## src/design/ptr_pkg.sv

```systemverilog
package ptr_pkg;

   // result status codes
   typedef enum logic [2:0] {
      ST_REFRESHED = 3'd0,
      ST_INSERTED  = 3'd1,
      ST_FULL      = 3'd2,
      ST_ROUTE     = 3'd3,
      ST_NOROUTE   = 3'd4
   } status_type;

   typedef enum logic {
      CMD_HEARTBEAT = 1'b0,
      CMD_ROUTE     = 1'b1
   } command_type;

   typedef struct packed {
      logic        command;
      logic [63:0] id_word0;
      logic [63:0] id_word1;
      logic [63:0] id_word2;
      logic [63:0] id_word3;
      logic [63:0] addr_high;
      logic [63:0] addr_low;
      logic [63:0] time_ms;
   } req_type;

   typedef struct packed {
      logic [2:0]  status;
      logic [5:0]  entry_index;
      logic [63:0] peer_word0;
      logic [63:0] peer_word1;
      logic [63:0] peer_word2;
      logic [63:0] peer_word3;
      logic [63:0] peer_addr_high;
      logic [63:0] peer_addr_low;
      logic [63:0] peer_seen_ms;
   } rsp_type;

   typedef enum logic [2:0] {
      FSM_IDLE,
      FSM_SCAN,
      FSM_WRITE,
      FSM_READ,
      FSM_BUILD,
      FSM_RESULT
   } fsm_type;

   // controller to datapath
   typedef struct packed {
      logic load;      // capture request, clear scan
      logic scan;      // compare one entry, advance pointer
      logic write;     // perform heartbeat store update
      logic read;      // read chosen entry
      logic finish;    // build result register
   } cmd_type;

   // datapath to controller
   typedef struct packed {
      logic scan_last;
      logic is_route;
      logic do_write;
   } sts_type;

endpackage

```

## src/design/ptr_control.sv

```systemverilog
module ptr_control (
   input  logic             clock,
   input  logic             reset,
   input  logic             req_valid,
   output logic             req_stall,
   output logic             rsp_valid,
   input  logic             rsp_stall,
   input  ptr_pkg::sts_type sts,
   output ptr_pkg::cmd_type cmd
);

   ptr_pkg::fsm_type state_ff, state_in;
   logic             drain_ff, drain_in;
   logic             rsp_valid_ff;

   // next state; drain waits for the last compare
   always_comb begin
      state_in = state_ff;
      drain_in = 1'b0;
      case (state_ff)
         ptr_pkg::FSM_IDLE: begin
            if (req_valid) state_in = ptr_pkg::FSM_SCAN;
         end
         ptr_pkg::FSM_SCAN: begin
            if (drain_ff) begin
               state_in = sts.is_route ? ptr_pkg::FSM_READ : ptr_pkg::FSM_WRITE;
            end else if (sts.scan_last) begin
               drain_in = 1'b1;
            end
         end
         ptr_pkg::FSM_WRITE:  state_in = ptr_pkg::FSM_READ;
         ptr_pkg::FSM_READ:   state_in = ptr_pkg::FSM_BUILD;
         ptr_pkg::FSM_BUILD:  state_in = ptr_pkg::FSM_RESULT;
         ptr_pkg::FSM_RESULT: begin
            if (rsp_valid && !rsp_stall) state_in = ptr_pkg::FSM_IDLE;
         end
         default: state_in = ptr_pkg::FSM_IDLE;
      endcase
   end

   always_ff @(posedge clock) begin
      if (reset) begin
         state_ff <= ptr_pkg::FSM_IDLE;
         drain_ff <= 1'b0;
      end else begin
         state_ff <= state_in;
         drain_ff <= drain_in;
      end
   end

   // result valid rises with the built result and holds until taken
   always_ff @(posedge clock) begin
      if (reset) begin
         rsp_valid_ff <= 1'b0;
      end else if (state_ff == ptr_pkg::FSM_BUILD) begin
         rsp_valid_ff <= 1'b1;
      end else if (!rsp_stall) begin
         rsp_valid_ff <= 1'b0;
      end
   end

   // outputs
   always_comb begin
      cmd        = '0;
      req_stall  = 1'b1;
      case (state_ff)
         ptr_pkg::FSM_IDLE: begin
            req_stall = 1'b0;
            cmd.load  = req_valid;
         end
         ptr_pkg::FSM_SCAN:  cmd.scan   = !drain_ff;
         ptr_pkg::FSM_WRITE: cmd.write  = sts.do_write;
         ptr_pkg::FSM_READ:  cmd.read   = 1'b1;
         ptr_pkg::FSM_BUILD: cmd.finish = 1'b1;
         default: ;
      endcase
   end

   assign rsp_valid = rsp_valid_ff;

   // requests are taken only when idle
   a_stall_busy: assert property (@(posedge clock) disable iff (reset)
      (state_ff != ptr_pkg::FSM_IDLE) |-> req_stall);

   // a result is offered only in the result state
   a_valid_state: assert property (@(posedge clock) disable iff (reset)
      rsp_valid |-> (state_ff == ptr_pkg::FSM_RESULT));

   // a stalled result stays offered
   a_valid_hold: assert property (@(posedge clock) disable iff (reset)
      (rsp_valid && rsp_stall) |=> rsp_valid);

   // at most one command per cycle
   a_cmd_onehot: assert property (@(posedge clock) disable iff (reset)
      $onehot0(cmd));

endmodule

```

## config.mk

```make
export PLATFORM = sky130hd
export DESIGN_NAME = ptr_control
export DESIGN_NICKNAME = d
export VERILOG_FILES = /design/src/design/ptr_pkg.sv /design/src/design/ptr_control.sv
export SDC_FILE = /design/constraint.sdc
export NUM_CORES = 1
export LEC_CHECK = 0
export BUFFER_PORTS_ARGS = -buffer_cell sky130_fd_sc_hd__buf_2
export CAP_MARGIN = 10
export CORE_AREA = 5 5 42 44
export DETAILED_ROUTE_END_ITERATION = 10
export DIE_AREA = 0 0 47 49
export SETUP_SLACK_MARGIN = 0.02
export SLEW_MARGIN = 25
export SYNTH_ARGS = -nofsm -noshare
export SYNTH_HDL_FRONTEND = slang
export SYNTH_SLANG_ARGS = --single-unit
```

## constraint.sdc

```tcl
create_clock -name clock -period 2.3 [get_ports clock]
set_clock_uncertainty 0.1 [all_clocks]
set_input_delay 0.115 -clock clock [delete_from_list [all_inputs] [get_ports clock]]
set_output_delay 0.115 -clock clock [all_outputs]
set_load 0.005 [all_outputs]
```

==> results of run 1 <==
kinds of logic after synthesis:
kind of cell           Yosys count  share of synthesized area
multiplexers                     1                    0.04205
AND/OR/NAND/NOR                 15                     0.4065
AO/OA/AOI/OAI                    5                     0.1215
buffers and inverters            3                    0.05610
flip-flops                       5                     0.3738
layout make-up:
class                   count  area [um^2]
multi-input cells          21        152.6
flip-flops and latches      5        100.1
inverters                   2        7.507
fillers                   164         1020
repair buffers             14        75.07
well taps                  16        20.02
clock buffers               4        26.28
synthesized netlist by cell type (2+ instances only):
master / number
inv_1: 2
a21oi_1: 3
nand3b_1: 2
nand2_1: 3
nor2_1: 2
dfxtp_1: 5
per-layer routing:
metal  vias to the layer above  part of all wire  track usage  routed length (um)
met5                         -                 0            0                   0
met4                         0            0.0068      0.06912                   4
met3                         2              0.13      0.02583                  76
met2                        10              0.41      0.06561                 240
met1                       111              0.46      0.07301                 268
li1                        135                 -            -                   -
path summary, 6_finish.rpt:
path / start / to / slack [ps] / cells after the start
max: state_ff[1] / cmd[4] / 880 / 3
min: sts[2] / drain_ff / 20 / 2
max reg2reg: state_ff[1] / state_ff[0] / 1160 / 3
min reg2reg: rsp_valid / rsp_valid / 430 / 2
per-stage QoR:
stage / total power (uW) / utilization / hold slack [ps] / setup slack [ps]
floorplan: 111.3 / - / 79.65 / 1169
global placement: 122.6 / 0.2464 / 249.2 / 1128
detailed placement: 122.6 / 0.2464 / 252.0 / 1125
CTS: 229.4 / 0.2723 / 6.690 / 859.2
global route: 236.1 / 0.2723 / 22.64 / 809.6
finish: 224.9 / 0.2723 / 15.59 / 875.2
cells in the final DEF (no fill, tap or decap), types with 2 or more instances in the layout:
cell type and n:
nor2_1 2, inv_1 2, dfxtp_1 5, nand3b_1 2
buf_2 13, nand2_1 3, a21oi_1 3, clkbuf_4 3
repair_timing:
action,4_1_cts,5_1_grt
endpoints found under the setup margin,0,0
hold buffers,1,0
endpoints found under the hold margin,1,0
power groups by stage:
stage          clock network [uW]  registers [uW]  logic, uW
2_1_floorplan                   0            93.1       18.2
3_3_place_gp                    0            96.9       25.8
3_5_place_dp                    0            96.9       25.7
4_1_cts                       107            95.3       27.1
5_1_grt                       110            95.9       29.9
6_report                      103            95.2       26.7
sequential cells by signal (all words and copies together) (netlist names):
| register | count |
|---|---|
| state_ff | 3 |
| rsp_valid | 1 |
| drain_ff | 1 |
==> flow_summary.json, run 1 <==
{
  "wirelength_um": 589,
  "core_area_mm2": 0.001401,
  "arrival_ps": 1210,
  "hpwl_um": 456.6,
  "p_sw_uw": 53.08,
  "fin_tns_setup_ps": 0,
  "p_per_area_mw_per_mm2": 589.5,
  "setup_viol": 0,
  "antenna_found_initial": 0,
  "start_kind": "register",
  "synthCells": 29,
  "clk_pin_slew_ps": 40,
  "synthArstFlopShare": 0,
  "avgViaCountPerCell": 4.161,
  "yosysUniqueCellTypes": 18,
  "intPower_uw": 171.9,
  "slowest_stage": "or3_4",
  "postLayoutCellArea_um2": 381.6,
  "die_height_um": 49,
  "placedInstanceArea_um2": 345.3,
  "overflow": 0,
  "rsz0062_at_grt": "no",
  "wl_per_cell_um": 9.500,
  "p_sw_frac": 0.2360,
  "crit_chain": "or3_4, nor2_1, buf_2",
  "layout-drive-gt1-share": 0.4783,
  "std_cell_rows": 14,
  "period_share": 0.6195,
  "worst_slew_pin_slew_ps": 294.3,
  "ys.flop_type": "dfxtp_1",
  "synth_top_area_cell": "dfxtp_1",
  "drc": 0,
  "post-cts-setup-buffers": 0,
  "max_stage_delay_ps": 400,
  "power_frac_clock": 0.458,
  "clockBufferDepth": 2,
  "drv_cap": 0,
  "hold_viol": 0,
  "cts_tree": "yes",
  "grt_pass1_vias": 233,
  "leakage_uw": 0.0001865,
  "gp_congestion": 0.6966,
  "drv_slew": 0,
  "die_w_um": 47,
  "synth.cell_area_um2": 267.8,
  "clk_latency_ps": 240,
  "cp-end-kind": "primary output",
  "vias": 258,
  "yosys_warnings": 0,
  "hp-class": "input pin to register",
  "synthToLayoutAreaGrowth_pct": 42.52,
  "crit_type": "register to primary output",
  "grt_pass1_wl_um": 924,
  "period_minus_slack_ps": 1425,
  "syn_area_per_cell_um2": 9.233,
  "ant_nets": 0,
  "irDropWorstVdd_v": 0.0001823,
  "cp.required_ps": 2090,
  "ys_seq_elements": 5,
  "clock.fmax_mhz": 701.8,
  "cts_resized": 0,
  "relSlewSlack": 0.8036,
  "synth-edff-count": 0,
  "cts_buffers": 3,
  "syn_nets": 36,
  "status": "finished, final reports clean",
  "n_antenna_cell": 0,
  "yosysSeqAreaShare": 0.3738,
  "cts_root_buf": "clkbuf_4",
  "ys_top_cells_by_area": "dfxtp_1, a21oi_1, nand3b_1, nor4b_2, a211oi_2",
  "grt_max_degree": 11,
  "critPathTopFamily": "simple AND/OR/NAND/NOR gates",
  "p_comb_frac": 0.119,
  "globalRouteTotalUtil": 0.05928,
  "first_pass_iters": 3,
  "pin_count": 14,
  "critPathBufInv": 1,
  "final_cells": 62,
  "start_util": 0.1911,
  "final_nets": 54,
  "io_buffers": 13,
  "worstPathMaxFanout": 8,
  "dp_cells": 57,
  "dr.first_iter.drc_count": 10,
  "htreeDepth": 1,
  "seq_power_share": 0.423,
  "yosysTopAreaCellShare": 0.3738,
  "dieArea_mm2": 0.002303,
  "clkSinkCount": 5
}
Note: power is estimated with default switching activity, not from simulation.
==> inputs of run 2 (changes only) <==
--- a/config.mk
+++ b/config.mk
@@ -5,6 +5,7 @@
 export SDC_FILE = /design/constraint.sdc
 export NUM_CORES = 1
 export LEC_CHECK = 0
+export ABC_AREA = 1
 export BUFFER_PORTS_ARGS = -buffer_cell sky130_fd_sc_hd__buf_2
 export CAP_MARGIN = 10
 export CORE_AREA = 5 5 42 44
==> constraint.sdc (replaced) <==
create_clock -name clock -period 1.22 [get_ports clock]
set_clock_uncertainty 0.1 [all_clocks]
set_input_delay 0.061 -clock clock [delete_from_list [all_inputs] [get_ports clock]]
set_output_delay 0.061 -clock clock [all_outputs]
set_load 0.005 [all_outputs]
==> run 2 against run 1 <==
  * Synthesized area up 0.47%
  * Core utilization is 5.2 points higher
  * Final area grew 19%
  * Via count up 21%
  * Critical path depth increased by 2
  * First-iteration DRC count decreased by 80%
  * Routed wire length grew 17%
  * Worst hold slack improved by 93 ps
  * Synthesized cell count grew 48%
  * Global-route usage grew 0.62 points
==> flow_summary.json, run 2 <==
{
  "yosys_warnings": 0,
  "antenna_found_initial": 0,
  "globalRouteTotalUtil": 0.06549,
  "wl_per_cell_um": 8.722,
  "hold_start": "sts[1]",
  "dp_cells": 72,
  "ys_seq_elements": 5,
  "start_kind": "register",
  "period_minus_slack_ps": 1186,
  "layout-drive-gt1-share": 0.4603,
  "status": "finished, final reports clean",
  "std_cell_rows": 14,
  "start_util": 0.1920,
  "cp-end-kind": "primary output",
  "yosysUniqueCellTypes": 10,
  "yosysTopAreaCellShare": 0.3721,
  "grt_max_degree": 8,
  "gp_congestion": 0.7052,
  "synth_top_family_by_area": "simple AND/OR/NAND/NOR gates",
  "synthToLayoutAreaGrowth_pct": 68.84,
  "r2r_start": "state_ff[0]",
  "rsz0062_at_grt": "yes",
  "first_pass_iters": 2,
  "mostFrequentLayoutCell": "buf_2",
  "drc": 0,
  "die_w_um": 47,
  "clk_latency_ps": 240,
  "muxShareOfSynthArea": 0,
  "crit_chain": "inv_4, nor2_4, nand3_2, inv_1, buf_2",
  "p_sw_frac": 0.3031,
  "clk_pin_slew_ps": 50,
  "grt_pass1_vias": 273,
  "p_comb_frac": 0.263,
  "die_height_um": 49,
  "relSlewSlack": 0.8645,
  "final_nets": 71,
  "slowest_stage": "dfxtp_4",
  "syn_area_per_cell_um2": 6.256,
  "clkSinkCount": 5,
  "cts_root_buf": "clkbuf_4",
  "worstReg2RegEnd": "state_ff[0]",
  "wirelength_um": 689,
  "seq_power_share": 0.379,
  "synth_top_area_cell": "dfxtp_1",
  "period_share": 0.9721,
  "p_per_area_mw_per_mm2": 1149,
  "synth_common_cells": "nor2_1, inv_1, nand2_1",
  "p_sw_uw": 158.2,
  "synth-adder-area-share": 0,
  "p_total_uw": 521.8,
  "yosysSeqAreaShare": 0.3721,
  "intPower_uw": 363.6,
  "grt_pass1_wl_um": 1014,
  "synth_compound_area_frac": 0.05581,
  "pin_count": 14,
  "max_stage_delay_ps": 380,
  "worstPathMaxFanout": 4,
  "ys_top_cells_by_area": "dfxtp_1, nor2_1, inv_1, nand3_1, nand2_1",
  "clock.fmax_mhz": 843.2,
  "min_to": "state_ff[0]",
  "num-fill-cells": 163,
  "final_cells": 79,
  "regMostFlops": "state_ff",
  "postLayoutCellArea_um2": 454.2,
  "ys.flop_type": "dfxtp_1",
  "synthCells": 43,
  "cts_tree": "yes",
  "synthSimpleGateAreaFrac": 0.4326,
  "drv_cap": 0,
  "hold_path_depth": 5,
  "leakage_uw": 0.0002331,
  "hold_viol": 0,
  "setup_viol": 0,
  "htreeDepth": 1,
  "clockBufferDepth": 2,
  "placedInstanceArea_um2": 354.1,
  "worst_slew_pin_slew_ps": 202.1,
  "n_antenna_cell": 0,
  "timing.hold.ws_ps": 108.2,
  "yosysMostFrequentCell": "nor2_1",
  "reg2reg_depth": 6,
  "vias": 312,
  "crit_type": "register to primary output",
  "power_frac_clock": 0.358,
  "hp-class": "input pin to register",
  "yosys.area_share.xor_xnor": 0,
  "cts_buffers": 3,
  "irDropWorstVdd_v": 0.0005228,
  "avgViaCountPerCell": 3.949,
  "post-cts-setup-buffers": 0,
  "overflow": 0,
  "cp.required_ps": 1060,
  "dieArea_mm2": 0.002303,
  "layout_common_cells": "buf_2, nor2_1, inv_1",
  "arrival_ps": 1030,
  "io_buffers": 13,
  "synth.cell_area_um2": 269.0,
  "synthArstFlopShare": 0,
  "synth-edff-count": 0,
  "largest_reg_flops": 3,
  "core_area_mm2": 0.001401,
  "dr.first_iter.drc_count": 2,
  "r2r_slack_ps": 160,
  "hpwl_um": 530.1,
  "drv_slew": 0,
  "ant_nets": 0,
  "syn_nets": 50
}
[run 2: cell types whose count changed after synthesis, moves of 2 or more]
cell / previous run / this run
nand3_1: 0 / 5
inv_2: 0 / 2
nor2_1: 2 / 10
inv_1: 2 / 8
nor3_2: 0 / 2
nand2_1: 3 / 6
nand3b_1: 2 / 0
[run 2: layout make-up]
| type | instances | area [um^2] | area share |
|---|---|---|---|
| Sequential cell | 5 | 108.9 | 0.2397 |
| Tap cell | 16 | 20.02 | 0.04408 |
| Clock buffer | 4 | 26.28 | 0.05785 |
| Inverter | 10 | 42.54 | 0.09366 |
| Multi-Input combinational cell | 28 | 161.4 | 0.3554 |
| Timing Repair Buffer | 16 | 95.09 | 0.2094 |
[run 2: how the worst max path moves through the flow]
stage / start / slack (ps) / cells past startpoint / endpoint
final: state_ff[0] / 30 / 5 / cmd[3]
after global routing: state_ff[0] / -40 / 5 / cmd[3]
after CTS: state_ff[1] / 10 / 3 / cmd[1]
after detailed placement: state_ff[0] / 120 / 6 / state_ff[0]
after global placement: state_ff[0] / 140 / 6 / state_ff[0]
after floorplan: state_ff[0] / 240 / 6 / state_ff[0]
[run 2: critical path: cells and delay by family (launching register included)]
family | cells | cell delay (ps)
buffers and inverters | 3 | 210
AND/OR/NAND/NOR | 2 | 190
flip-flops | 1 | 380
[run 2: routing by layer]
layer | GRT usage | vias up | wire (um)
met5 | 0 | - | 0
met4 | 0.04147 | 0 | 0
met3 | 0.04797 | 0 | 73
met2 | 0.09050 | 11 | 337
met1 | 0.06813 | 130 | 278
li1 | - | 171 | -
[run 2: power by group through the flow]
stage	logic, uW	registers, uW	clock network (uW)
after floorplan	70.8	189	0
after global placement	112	190	0
after detailed placement	113	191	0
after CTS	129	192	195
after global routing	157	201	209
final	137	198	187
[run 2: repair_timing]
item / 4_1_cts / 5_1_grt
pin swaps: 0 / 4
hold endpoints to repair: 4 / 0
gates resized for setup: 5 / 9
setup endpoints to repair: 3 / 6
gates cloned: 0 / 0
hold buffers: 3 / 0
[run 2: kinds of logic (layout without fill, tap and decap cells)]
kind of cell    after synthesis  after routing
flops                         5              5
simple gates                 25             25
buf+inv                      10             30
compound gates                3              3
[run 2: stage by stage]
stage          setup TNS [ps]    util  setup slack, ps
2_1_floorplan               0       -            237.1
3_5_place_dp                0  0.2527            123.3
3_3_place_gp                0  0.2527            141.8
5_1_grt                -72.48  0.3241           -41.27
4_1_cts                     0  0.3036            14.67
6_report                    0  0.3241            33.98
==> inputs of run 3 (changes only) <==
--- a/config.mk
+++ b/config.mk
@@ -5,7 +5,7 @@
 export SDC_FILE = /design/constraint.sdc
 export NUM_CORES = 1
 export LEC_CHECK = 0
-export ABC_AREA = 1
+export ABC_AREA = 0
 export BUFFER_PORTS_ARGS = -buffer_cell sky130_fd_sc_hd__buf_2
 export CAP_MARGIN = 10
 export CORE_AREA = 5 5 42 44
==> run 3 against run 2 <==
  * Final area shrank 0.28%
  * Clock-buffer cell count did not move
  * Setup slack got worse by 140 ps
  * Flip-flop and latch count unchanged
  * The run now ends with negative setup slack left
  * Worst hold slack got worse by 71 ps
  * Critical path depth fell by 2
  * Via count decreased by 11%
  * Largest cell class unchanged
  * Cell count down 14%
==> flow_summary.json, run 3 (synthesis gave the netlist of run 1 again) <==
{
  "antenna_found_initial": 0,
  "pin_count": 14,
  "clock.fmax_mhz": 754.2,
  "std_cell_rows": 14,
  "postLayoutCellArea_um2": 452.9,
  "violations": "negative setup slack",
  "period_share": 1.087,
  "clockBufferDepth": 2,
  "rsz0062_at_grt": "yes",
  "synthToLayoutAreaGrowth_pct": 69.16,
  "dieArea_mm2": 0.002303,
  "grt_pass1_wl_um": 1124,
  "gp_congestion": 0.6934,
  "drv_cap": 0,
  "wirelength_um": 718,
  "start_util": 0.1911,
  "avgViaCountPerCell": 4.088,
  "mostFrequentLayoutCell": "buf_2",
  "first_pass_iters": 1,
  "wl_per_cell_um": 10.56,
  "htreeDepth": 1,
  "largest_reg_flops": 3,
  "irDropWorstVdd_v": 0.0003318,
  "period_minus_slack_ps": 1326,
  "die_height_um": 49,
  "p_per_area_mw_per_mm2": 953.3,
  "layout-drive-gt1-share": 0.5577,
  "grt_pass1_vias": 282,
  "setup_viol": 5,
  "worstPathMaxFanout": 6,
  "globalRouteTotalUtil": 0.07103,
  "worst_slack_ps": -105.9,
  "multiInputGateArea_um2": 161.4,
  "clkSinkCount": 5,
  "cts_buffers": 3,
  "cts_root_buf": "clkbuf_4",
  "vias": 278,
  "regMostFlops": "state_ff",
  "start_kind": "register",
  "crit_type": "register to primary output",
  "relSlewSlack": 0.8315,
  "core_area_mm2": 0.001401,
  "num-fill-cells": 167,
  "overflow": 0,
  "hold_viol": 0,
  "final_nets": 60,
  "arrival_ps": 1160,
  "cts_tree": "yes",
  "dr.first_iter.drc_count": 0,
  "ant_nets": 0,
  "clk_pin_slew_ps": 50,
  "clk_latency_ps": 240,
  "cp.required_ps": 1060,
  "hp-class": "input pin to register",
  "n_antenna_cell": 0,
  "drv_slew": 0,
  "placedInstanceArea_um2": 345.3,
  "die_w_um": 47,
  "p_total_uw": 431.8,
  "cp-end-kind": "primary output",
  "fin_tns_setup_ps": -318.5,
  "drc": 0,
  "ff_latch_area_um2": 108.9,
  "leakage_uw": 0.0002223,
  "status": "finished with violations",
  "grt_max_degree": 11,
  "worst_slew_pin_slew_ps": 249.4,
  "io_buffers": 13
}
run 3: repair_timing:
action / CTS / global route
pin swaps: 3 / 0
endpoints found under the hold margin: 5 / 0
resized for setup: 7 / 0
setup buffers: 4 / 0
hold buffers: 3 / 0
setup endpoints to repair: 6 / 6
run 3: metal layers:
layer  track usage  up-vias  part of all wire
li1              -      148                 -
met1       0.08096      120              0.44
met2       0.08145       10              0.44
met3       0.04797        0              0.12
met4       0.06912        0                 0
met5             0        -                 0
run 3: cell type report:
class / count / share of cell area
Tap cell: 16 / 0.04420
Clock buffer: 4 / 0.05801
Timing Repair Buffer: 20 / 0.2845
Sequential cell: 5 / 0.2403
Multi-Input combinational cell: 21 / 0.3564
Inverter: 2 / 0.01657
run 3: path summary, 6_finish.rpt:
| check | endpoint | slack [ps] | cells after the start | startpoint |
|---|---|---|---|---|
| hold reg to reg | rsp_valid | 420 | 2 | rsp_valid |
| setup / recovery | cmd[2] | -110 | 3 | state_ff[2] |
| setup reg to reg | state_ff[1] | 110 | 3 | state_ff[1] |
| hold / removal | state_ff[0] | 40 | 3 | req_valid |
run 3: worst max-delay path, cell delays in order (launching register included):
cell and delay (ps):
dfxtp_4 340, buf_4 140, nor4bb_1 270, buf_2 170
run 3: where the power goes:
group	switching, uW	leakage (uW)	internal (uW)
Clock	68.9	0.0000150	124
Combinational	22.3	0.000165	40.0
Sequential	10.5	0.0000425	166
run 3: per-stage QoR:
stage	setup slack, ps	hold slack [ps]	utilization	cells
after floorplan	89.07	25.65	-	29
after global placement	86.20	195.7	0.2464	57
after detailed placement	50.64	197.2	0.2464	57
after CTS	-115.4	35.27	0.3232	68
after global routing	-155.6	38.12	0.3232	68
final	-105.9	36.99	0.3232	68
